File: config.mk
export PLATFORM = sky130hd
export DESIGN_NAME = record_sort_by_key
export DESIGN_NICKNAME = d
export VERILOG_FILES = /design/src/sv/rsk_pkg.sv /design/src/sv/rsk_ram.sv /design/src/sv/rsk_datapath.sv /design/src/sv/rsk_ctrl.sv /design/src/sv/record_sort_by_key.sv
export SDC_FILE = /design/constraint.sdc
export NUM_CORES = 2
export LEC_CHECK = 0
export BUFFER_PORTS_ARGS = -buffer_cell sky130_fd_sc_hd__buf_2
export CAP_MARGIN = 20
export CORE_ASPECT_RATIO = 0.5
export CORE_UTILIZATION = 40
export CTS_CLUSTER_DIAMETER = 80
export CTS_CLUSTER_SIZE = 40
export DETAILED_ROUTE_END_ITERATION = 10
export PLACE_DENSITY_LB_ADDON = 0.1
export SETUP_SLACK_MARGIN = 0.05
export SYNTH_ARGS = -nofsm -noshare
export SYNTH_HDL_FRONTEND = slang
export SYNTH_HIERARCHICAL = 1
export SYNTH_SLANG_ARGS = --single-unit
File: constraint.sdc
create_clock -name clk -period 8.02 [get_ports clk]
set_input_delay 2.005 -clock clk [delete_from_list [all_inputs] [get_ports clk]]
set_output_delay 2.005 -clock clk [all_outputs]
set_load 0.01 [all_outputs]
File: src/sv/rsk_pkg.sv
// Shared types and constants for the record sort block.
`timescale 1ns / 1ps

package rsk_pkg;

    localparam int ID_W  = 32;
    localparam int KEY_W = 32;

    // One stored record; the key sits in the upper half.
    typedef struct packed {
        logic [KEY_W-1:0] key;
        logic [ID_W-1:0]  id;
    } rec_t;

    localparam int REC_W = $bits(rec_t);

    typedef enum logic [2:0] {
        OP_NONE,
        OP_LOAD,
        OP_CARRY,
        OP_CMP,
        OP_TAIL,
        OP_EMIT
    } op_t;

    typedef struct packed {
        op_t  op;
        logic last;
        logic overflow;
    } cmd_t;

    typedef struct packed {
        logic out_free;
    } stat_t;

endpackage

File: src/sv/rsk_ram.sv
// Generic simple dual-port RAM with one write port and a registered read port.
`timescale 1ns / 1ps

module rsk_ram #(
    parameter int WIDTH = 64,
    parameter int DEPTH = 16
) (
    input  logic                     clk,
    input  logic                     wr_en,
    input  logic [$clog2(DEPTH)-1:0] wr_addr,
    input  logic [WIDTH-1:0]         wr_data,
    input  logic [$clog2(DEPTH)-1:0] rd_addr,
    output logic [WIDTH-1:0]         rd_data
);

    logic [WIDTH-1:0] mem [DEPTH];
    logic [WIDTH-1:0] rd_data_reg;

    always_ff @(posedge clk)
    begin
        if (wr_en)
        begin
            mem[wr_addr] <= wr_data;
        end
        rd_data_reg <= mem[rd_addr];
    end

    assign rd_data = rd_data_reg;

endmodule

File: src/sv/rsk_datapath.sv
// Record store, bubbling carry register, compare-and-swap and output register.
`timescale 1ns / 1ps

module rsk_datapath #(
    parameter int MAX_RECORDS = 16
) (
    input  logic                             clk,
    input  logic                             rst_n,
    input  logic [rsk_pkg::ID_W-1:0]         in_id,
    input  logic [rsk_pkg::KEY_W-1:0]        in_key,
    input  rsk_pkg::cmd_t                    cmd,
    input  logic [$clog2(MAX_RECORDS)-1:0]   wr_addr,
    input  logic [$clog2(MAX_RECORDS)-1:0]   rd_addr,
    output rsk_pkg::stat_t                   stat,
    output logic [rsk_pkg::ID_W-1:0]         out_id,
    output logic [rsk_pkg::KEY_W-1:0]        out_key,
    output logic                             out_last,
    output logic                             overflow,
    output logic                             out_valid,
    input  logic                             out_ready
);

    import rsk_pkg::*;

    rec_t rd_rec;
    rec_t wr_rec;
    logic wr_en;
    logic swap;

    rec_t carry_reg;
    rec_t carry_next;
    rec_t out_rec_reg;
    logic out_last_reg;
    logic out_ovf_reg;
    logic out_valid_reg;
    logic out_valid_next;

    rsk_ram #(
        .WIDTH (REC_W),
        .DEPTH (MAX_RECORDS)
    ) u_store (
        .clk     (clk),
        .wr_en   (wr_en),
        .wr_addr (wr_addr),
        .wr_data (wr_rec),
        .rd_addr (rd_addr),
        .rd_data (rd_rec)
    );

    // Only a strictly greater key moves the carried record past its neighbor.
    assign swap = carry_reg.key > rd_rec.key;

    always_comb
    begin
        wr_en      = 1'b0;
        wr_rec     = carry_reg;
        carry_next = carry_reg;
        unique case (cmd.op)
            OP_LOAD:
            begin
                wr_en  = 1'b1;
                wr_rec = '{key: in_key, id: in_id};
            end
            OP_CARRY:
            begin
                carry_next = rd_rec;
            end
            OP_CMP:
            begin
                wr_en = 1'b1;
                if (swap)
                begin
                    wr_rec = rd_rec;
                end
                else
                begin
                    wr_rec     = carry_reg;
                    carry_next = rd_rec;
                end
            end
            OP_TAIL:
            begin
                wr_en  = 1'b1;
                wr_rec = carry_reg;
            end
            default:
            begin
                wr_en = 1'b0;
            end
        endcase
    end

    always_comb
    begin
        out_valid_next = out_valid_reg && !out_ready;
        if (cmd.op == OP_EMIT)
        begin
            out_valid_next = 1'b1;
        end
    end

    always_ff @(posedge clk or negedge rst_n)
    begin
        if (!rst_n)
        begin
            out_valid_reg <= 1'b0;
        end
        else
        begin
            out_valid_reg <= out_valid_next;
        end
    end

    always_ff @(posedge clk)
    begin
        carry_reg <= carry_next;
        if (cmd.op == OP_EMIT)
        begin
            out_rec_reg  <= rd_rec;
            out_last_reg <= cmd.last;
            out_ovf_reg  <= cmd.overflow;
        end
    end

    assign stat.out_free = !out_valid_reg || out_ready;
    assign out_valid     = out_valid_reg;
    assign out_id        = out_rec_reg.id;
    assign out_key       = out_rec_reg.key;
    assign out_last      = out_last_reg;
    assign overflow      = out_ovf_reg;

endmodule

File: src/sv/rsk_ctrl.sv
// Controller: load, bubble-sort passes and emission sequencing.
`timescale 1ns / 1ps

module rsk_ctrl #(
    parameter int MAX_RECORDS = 16
) (
    input  logic                           clk,
    input  logic                           rst_n,
    input  logic                           in_valid,
    input  logic                           in_last,
    output logic                           in_ready,
    output rsk_pkg::cmd_t                  cmd,
    input  rsk_pkg::stat_t                 stat,
    output logic [$clog2(MAX_RECORDS)-1:0] wr_addr,
    output logic [$clog2(MAX_RECORDS)-1:0] rd_addr
);

    import rsk_pkg::*;

    localparam int ADDR_W = $clog2(MAX_RECORDS);
    localparam int CNT_W  = $clog2(MAX_RECORDS + 1);
    localparam logic [CNT_W-1:0]  CAP = CNT_W'(MAX_RECORDS);
    localparam logic [ADDR_W-1:0] TOP = ADDR_W'(MAX_RECORDS - 1);

    typedef enum logic [2:0] {
        S_IDLE,
        S_PRIME,
        S_CARRY,
        S_CMP,
        S_TAIL,
        S_EMIT_RD,
        S_EMIT_LD
    } state_t;

    state_t            state_reg,    state_next;
    logic [CNT_W-1:0]  count_reg,    count_next;
    logic              dropped_reg,  dropped_next;
    logic [ADDR_W-1:0] limit_reg,    limit_next;
    logic [ADDR_W-1:0] idx_reg,      idx_next;
    logic [ADDR_W-1:0] last_idx_reg, last_idx_next;
    logic [ADDR_W-1:0] emit_reg,     emit_next;
    logic              full;
    logic [ADDR_W-1:0] last_pos;

    assign full     = (count_reg == CAP);
    assign last_pos = full ? TOP : count_reg[ADDR_W-1:0];

    always_comb
    begin
        state_next    = state_reg;
        count_next    = count_reg;
        dropped_next  = dropped_reg;
        limit_next    = limit_reg;
        idx_next      = idx_reg;
        last_idx_next = last_idx_reg;
        emit_next     = emit_reg;
        cmd           = '{op: OP_NONE, last: 1'b0, overflow: 1'b0};
        wr_addr       = idx_reg;
        rd_addr       = '0;
        in_ready      = 1'b0;

        unique case (state_reg)
            S_IDLE:
            begin
                in_ready = 1'b1;
                if (in_valid)
                begin
                    if (full)
                    begin
                        dropped_next = 1'b1;
                    end
                    else
                    begin
                        cmd.op     = OP_LOAD;
                        wr_addr    = count_reg[ADDR_W-1:0];
                        count_next = count_reg + 1'b1;
                    end
                    if (in_last)
                    begin
                        last_idx_next = last_pos;
                        limit_next    = last_pos;
                        emit_next     = '0;
                        // A single record needs no pass.
                        state_next    = (last_pos == '0) ? S_EMIT_RD : S_PRIME;
                    end
                end
            end
            S_PRIME:
            begin
                rd_addr    = '0;
                state_next = S_CARRY;
            end
            S_CARRY:
            begin
                cmd.op     = OP_CARRY;
                rd_addr    = ADDR_W'(1);
                idx_next   = '0;
                state_next = S_CMP;
            end
            S_CMP:
            begin
                cmd.op   = OP_CMP;
                wr_addr  = idx_reg;
                rd_addr  = idx_reg + ADDR_W'(2);
                idx_next = idx_reg + 1'b1;
                if ((idx_reg + 1'b1) == limit_reg)
                begin
                    state_next = S_TAIL;
                end
            end
            S_TAIL:
            begin
                // The carried record is the largest of this pass and settles at the limit.
                cmd.op     = OP_TAIL;
                wr_addr    = limit_reg;
                rd_addr    = '0;
                limit_next = limit_reg - 1'b1;
                if (limit_reg == ADDR_W'(1))
                begin
                    emit_next  = '0;
                    state_next = S_EMIT_RD;
                end
                else
                begin
                    state_next = S_CARRY;
                end
            end
            S_EMIT_RD:
            begin
                rd_addr = emit_reg;
                if (stat.out_free)
                begin
                    state_next = S_EMIT_LD;
                end
            end
            S_EMIT_LD:
            begin
                cmd.op       = OP_EMIT;
                cmd.last     = (emit_reg == last_idx_reg);
                cmd.overflow = dropped_reg;
                if (emit_reg == last_idx_reg)
                begin
                    count_next   = '0;
                    dropped_next = 1'b0;
                    state_next   = S_IDLE;
                end
                else
                begin
                    emit_next  = emit_reg + 1'b1;
                    state_next = S_EMIT_RD;
                end
            end
            default:
            begin
                state_next = S_IDLE;
            end
        endcase
    end

    always_ff @(posedge clk or negedge rst_n)
    begin
        if (!rst_n)
        begin
            state_reg    <= S_IDLE;
            count_reg    <= '0;
            dropped_reg  <= 1'b0;
            limit_reg    <= '0;
            idx_reg      <= '0;
            last_idx_reg <= '0;
            emit_reg     <= '0;
        end
        else
        begin
            state_reg    <= state_next;
            count_reg    <= count_next;
            dropped_reg  <= dropped_next;
            limit_reg    <= limit_next;
            idx_reg      <= idx_next;
            last_idx_reg <= last_idx_next;
            emit_reg     <= emit_next;
        end
    end

endmodule

File: src/sv/record_sort_by_key.sv
// Top level of the record sort block: controller plus datapath.
`timescale 1ns / 1ps

// Collects a set of records on the s_axis channel and returns them on the
// m_axis channel sorted ascending by key; equal keys keep their load order.
// Each input transfer carries one record (id, key); s_axis_tlast closes the set.
// Up to MAX_RECORDS records are kept; further records of the set are dropped
// and every output record of that set then shows m_axis_tuser high.
// Loading takes one record per cycle. After the closing transfer the block
// stops accepting input and sorts the kept records in the store memory, one
// compare-and-swap per cycle; a single record needs no sort. The single write
// and single read port of the store set this pace. It then emits the records
// in order, each read from the store and then loaded into the output
// register, m_axis_tlast on the final one, and takes new input as soon as
// the final record is in the output register. A stalled receiver holds the
// output register and pauses emission without losing a record. Reset empties
// the set and clears the output valid; the store needs no clearing, since
// only written entries are used.
module record_sort_by_key #(
    parameter int MAX_RECORDS = 16
) (
    input  logic        clk,
    input  logic        rst_n,
    input  logic        s_axis_tvalid,
    output logic        s_axis_tready,
    input  logic [63:0] s_axis_tdata,   // record_id [31:0], salary_key [63:32]
    input  logic        s_axis_tlast,   // last_item
    output logic        m_axis_tvalid,
    input  logic        m_axis_tready,
    output logic [63:0] m_axis_tdata,   // out_id [31:0], out_key [63:32]
    output logic        m_axis_tlast,   // out_last
    output logic        m_axis_tuser    // overflow
);

    import rsk_pkg::*;

    localparam int ADDR_W = $clog2(MAX_RECORDS);

    cmd_t              cmd;
    stat_t             stat;
    logic [ADDR_W-1:0] wr_addr;
    logic [ADDR_W-1:0] rd_addr;
    logic [ID_W-1:0]   out_id;
    logic [KEY_W-1:0]  out_key;

    rsk_ctrl #(
        .MAX_RECORDS (MAX_RECORDS)
    ) u_ctrl (
        .clk      (clk),
        .rst_n    (rst_n),
        .in_valid (s_axis_tvalid),
        .in_last  (s_axis_tlast),
        .in_ready (s_axis_tready),
        .cmd      (cmd),
        .stat     (stat),
        .wr_addr  (wr_addr),
        .rd_addr  (rd_addr)
    );

    rsk_datapath #(
        .MAX_RECORDS (MAX_RECORDS)
    ) u_datapath (
        .clk       (clk),
        .rst_n     (rst_n),
        .in_id     (s_axis_tdata[ID_W-1:0]),
        .in_key    (s_axis_tdata[ID_W+KEY_W-1:ID_W]),
        .cmd       (cmd),
        .wr_addr   (wr_addr),
        .rd_addr   (rd_addr),
        .stat      (stat),
        .out_id    (out_id),
        .out_key   (out_key),
        .out_last  (m_axis_tlast),
        .overflow  (m_axis_tuser),
        .out_valid (m_axis_tvalid),
        .out_ready (m_axis_tready)
    );

    assign m_axis_tdata = {out_key, out_id};

endmodule

# --- After elaboration in Yosys (flattened, before gate mapping) ---
# Memories as Yosys holds them, arrays and structs flattened. A register that Yosys moved wholly into a read port is not among the register bits.
# Cells that the tools add are included.
totals:
  elab_cells: 107
  ff_bits: 156
  inputBits: 69
  mem_bits_rw: 1024
  memories: 1
classes:
  n_eq_ne: 25
  mux: 42
  reduce_logical: 19
  n_lt_le_gt_ge: 1
  n_addsub: 5
mem_list:
  columns: ["name", "depth", "word_bits", "rd", "rd_clocked_by_memory_dff", "write_ports", "line", "source"]
  rows:
  - ["u_datapath.u_store.mem", 16, 64, 1, 1, 1, "rsk_ram.sv:16", "logic [WIDTH-1:0] mem [DEPTH];"]
op_table:
  columns: ["operator", "n"]
  rows:
  - ["$pmux 64 s2", 2]
  - ["$mux 64", 2]
  - ["$mux 4", 9]
  - ["$gt 32x32->1", 1]
  - ["$mux 3", 8]
  - ["$pmux 4 s2", 3]
  - ["$pmux 4 s3", 2]
  - ["$pmux 3 s7", 1]
  - ["$eq 3x3->1 const B", 5]
  - ["$mux 5", 3]
  - ["$pmux 3 s5", 1]
  - ["$eq 3x2->1 const B", 4]
  - ["$ne 2x2->1 const B", 6]
  - ["$reduce_and 4->1", 3]
  - ["$pmux 5 s2", 1]
  - ["$mux 1", 9]
  - ["$add 4x1->4 const B", 2]
  - ["$eq 4x4->1", 2]
  - ["$ne 2x1->1 const B", 4]
  - ["$reduce_bool 2->1", 4]
  - ["$eq 3x1->1 const B", 2]
  - ["$reduce_and 3->1", 2]
  - ["$add 5x1->5 const B", 1]
  - ["$eq 5x5->1 const B", 1]
  - ["other kinds (13)", 14]

# --- Longest topological paths before layout ---
depth:
  word_depth: 9
  mapped_depth: 13
  depth_no_buf: 10

# --- By module ---
# The synthesis kept the hierarchy.
modules_own_cells:
  columns: ["module", "cells_each", "seq_area_each_um2", "area_per_inst_um2", "instances"]
  rows:
  - ["rsk_ram", 1647, 32030.7, 39581.7, 1]
  - ["rsk_datapath", 482, 3928.8, 6471.2, 1]
  - ["rsk_ctrl", 209, 625.6, 1814.2, 1]

# --- Worst setup path after synthesis ---
# No wires, ideal clock.
synth_path:
  path_type: "input to register"
  from: "in s_axis_tvalid"
  to: "mem u_datapath.u_store.mem[0][0], enable pin"
  stages: 10
  t_arrival_ns: 8.229
  required_time_ns: 7.455
  setup_ns: 0.565
  setup_slack_ns: -0.774
  path_buffers: 3
  cell_sequence: "buf_2 -> nor4b_2 -> nand2_1 -> o21ai_0 -> nand2b_1 -> clkbuf_8 -> clkbuf_1 -> o21ai_0 -> or3b_2 -> nor3_1"
synth_rtl:
  columns: ["element", "line", "source"]
  rows:
  - ["start, declared", "record_sort_by_key.sv:24", "input logic s_axis_tvalid,"]
  - ["end, declared", "rsk_ram.sv:16", null]

==> results.py <==
metrics = {
    "run_status": {
        "status": "finished, violations left",
        "violations": "DRC",
    },
    "worst_setup_path": {
        "cp_slowest_cell": "nor2_4",
        "cp_cell_sequence": "buf_2, nor4b_2, nand2_1, o21ai_0, nand2b_2, o21ai_0, nand3b_1, nor2_4, buf_12",
        "path_delay_family": "simple AND/OR/NAND/NOR gates",
        "critPathBufInv": 2,
        "reg2regPathDepth": 8,
        "slowest_delay_ps": 830,
        "critPathArrivalTime_ps": 5790,
        "start_kind": "primary input",
        "cp_common_cell": "o21ai_0",
        "crit_type": "in2reg",
        "r2r_start": "u_ctrl/state_reg[2]",
        "cp-end-kind": "flop",
        "required_ps": 8340,
        "cp_max_fo": 47,
        "r2r_slack_ps": 3210,
        "reg2reg_to": "u_datapath/u_store/mem[5][18]",
    },
    "drt": {
        "drtIter0Drc": 2169,
        "postRouteWirelength_um": 121000,
        "drt-vias-per-instance": 5.67,
        "drc": 4,
        "vias": 23100,
        "wl_per_cell_um": 29.6,
        "firstDrtPassIters": 10,
        "antenna_left": 0,
    },
    "sta": {
        "period_minus_slack_ps": 5470,
        "worstMarginPinSlew_ps": 1100,
        "finalSetupTns_ps": 0,
        "finalHoldViolCount": 0,
        "report.final.slew_viol_count": 0,
        "setup_viol": 0,
        "setup_ws_ps": 2550,
        "clock-skew-final_ps": 44.4,
        "rsz0062_at_grt": "no",
        "holdWs_ps": 463,
        "final.period_utilization_pct": 68.2,
        "fmax_ghz": 0.183,
        "relSlewSlack_pct": 26.9,
    },
    "global_routing": {
        "grt_max_degree": 124,
        "grt_pass1_vias": 23400,
        "overflow": 0,
        "grt_pass1_wl_um": 173000,
        "grt_use_total_pct": 20.0,
        "antenna_found_initial": 8,
    },
    "worst_hold_path": {
        "min_to": "u_datapath/out_id[12]",
        "whs_path_depth": 0,
        "min-delay-start": "u_datapath/u_store/rd_data[12]",
        "hold_class": "reg2reg",
    },
    "synthesis": {
        "synthMuxAreaShare_pct": 12.1,
        "synth-compound-area-share_pct": 4.63,
        "synth_top_family_by_area": "multiplexers",
        "synth-simple-area-share_pct": 3.66,
        "synthCells": 2338,
        "ys_warn_count": 6,
        "ys_seq_area_share_pct": 76.4,
        "syn_nets": 2446,
        "synth_edf_count": 1154,
        "synth.most_common_cell": "edfxtp_1",
        "synthFlopType": "edfxtp_1",
        "async_flop_share_pct": 2.09,
        "ys_top_cells_by_count": "edfxtp_1 (1,154), mux4_2 (256), a22oi_1 (132)",
        "ys_ff_latch": 1244,
        "synth_area_um2": 47900,
        "synth_top_area_share_pct": 72.4,
        "synth.avg_cell_area_um2": 20.5,
        "yosysTopAreaCell": "edfxtp_1",
        "synth_area_leaders": "edfxtp_1 (72%), mux4_2 (12%), dfxtp_1 (2.7%)",
        "synthAdderAreaFrac_pct": 1.02,
        "synth_xor_area_share_pct": 0.285,
        "synth_cell_types": 74,
    },
    "die": {
        "rows": 89,
        "core_um2": 118000,
        "die_w_um": 491,
        "initial_core_util_pct": 40.5,
        "io_pins": 137,
        "chipHeight_um": 247,
        "dieArea_um2": 121000,
    },
    "final_layout": {
        "layout.nets": 2549,
        "instances_no_fill": 4069,
        "postLayoutCellArea_um2": 51900,
        "largest_reg_flops": 1024,
        "syn2layout_area_growth_pct": 8.51,
        "layout-drive-gt1-share_pct": 22.4,
    },
    "cts": {
        "root_buffer": "clkbuf_16",
        "cts_buffer_depth": 3,
        "clock-sinks": 1244,
        "post_cts_buffers": 0,
        "cts_max_level": 2,
        "cts.clk_slew.worst_paths_ps": 130,
        "cts_resized": 0,
        "hold_buffers": 0,
        "cts_buffers": 39,
        "cts_tree": "yes",
        "clk_latency_ps": 660,
    },
    "placed_design": {
        "post-dp-hpwl_um": 65300,
        "pre_cts_ws_ps": 1840,
        "place_congestion": 0.754,
        "placed_cells": 3991,
        "portBuffers": 136,
        "dpl-instance-area_um2": 50700,
    },
    "power_and_ir_drop": {
        "p_per_area_nw_per_um2": 423,
        "leakage_nw": 16.3,
        "vdd_drop_max_mv": 0.335,
    },
    "flow_run": {
        "maxCapViolCount": 0,
    },
}
-- where the power goes --
group	total [mW]	leakage, nW	internal, mW	switching, mW
Combinational	8.21	4.35	2.92	5.28
Sequential	10.9	11.3	10.3	0.530
Clock	2.93	0.592	1.01	1.92
Total	22.0	16.3	14.3	7.74
-- placed cells by master, fill, tap and decap left out, drive strengths merged, types with 5 or more instances in the layout --
master / Yosys / routed
a22oi: 132 / 132
and3: 7 / 7
clkinv: 0 / 6
nand2b: 8 / 8
buf: 69 / 191
nor3: 38 / 38
diode: 0 / 6
mux4: 256 / 256
xor2: 6 / 6
nor2: 41 / 41
dfxtp: 64 / 64
edfxtp: 1154 / 1154
o21ai: 26 / 26
nand4: 13 / 13
a21oi: 23 / 23
nand2: 88 / 88
nor2b: 8 / 8
dfrtp: 26 / 26
mux2i: 5 / 5
nand3: 8 / 8
ha: 39 / 39
and2: 99 / 99
clkbuf: 60 / 59
a221o: 66 / 66
inv: 42 / 47
xnor2: 7 / 7
-- worst reg2reg max path, cell delays in order, from the launching register on --
cell,delay (ps)
dfrtp_1,710
nor4b_2,590
nand2_1,160
o21ai_0,360
nand2b_2,470
o21ai_0,380
nand3b_1,450
nor2_4,830
buf_12,460
-- per-stage QoR --
stage,power (mW),utilization (%)
after floorplan,16.5,-
after global placement,19.2,42.8
after detailed placement,19.3,42.8
after CTS,22.2,43.9
after global routing,23.1,43.9
final,22.0,43.9
-- how the worst max path moves through the flow --
stage,start,end,cells past startpoint
floorplan,s_axis_tvalid,u_datapath/u_store/mem[1][0],10
global placement,s_axis_tvalid,u_datapath/u_store/mem[0][11],9
detailed placement,s_axis_tvalid,u_datapath/u_store/mem[5][13],9
CTS,s_axis_tvalid,u_datapath/u_store/mem[5][36],9
global route,s_axis_tvalid,u_datapath/u_store/mem[5][27],9
finish,s_axis_tvalid,u_datapath/u_store/mem[5][18],9
-- final cells by class --
type                            count  area (um2)
Fill cell                       10100       66300
Sequential cell                  1244       36600
Timing Repair Buffer              191        1310
Clock inverter                     12         144
Tap cell                         1592        1990
Multi-Input combinational cell    923       10600
Antenna cell                        6        15.0
Inverter                           42         158
Clock buffer                       59        1090
-- layer usage --
| metal | up-vias | track usage [%] | share of wire (%) |
|---|---|---|---|
| li1 | 9807 | - | - |
| met1 | 12600 | 30.5 | 47 |
| met2 | 595 | 31.3 | 46 |
| met3 | 82 | 2.21 | 5.0 |
| met4 | 0 | 3.54 | 1.5 |
| met5 | - | 0 | 0 |
-- cells by family (layout without fill, tap and decap cells) --
group,after synthesis,count (layout)
AO/OA/AOI/OAI,282,282
XOR/XNOR,14,14
adder cells (fa/ha/maj),39,39
buffers and inverters,171,304
flip-flops,1244,1244
multiplexers,261,261
other,0,6
AND/OR/NAND/NOR,327,327
Note: power is estimated with default switching activity, not from simulation.
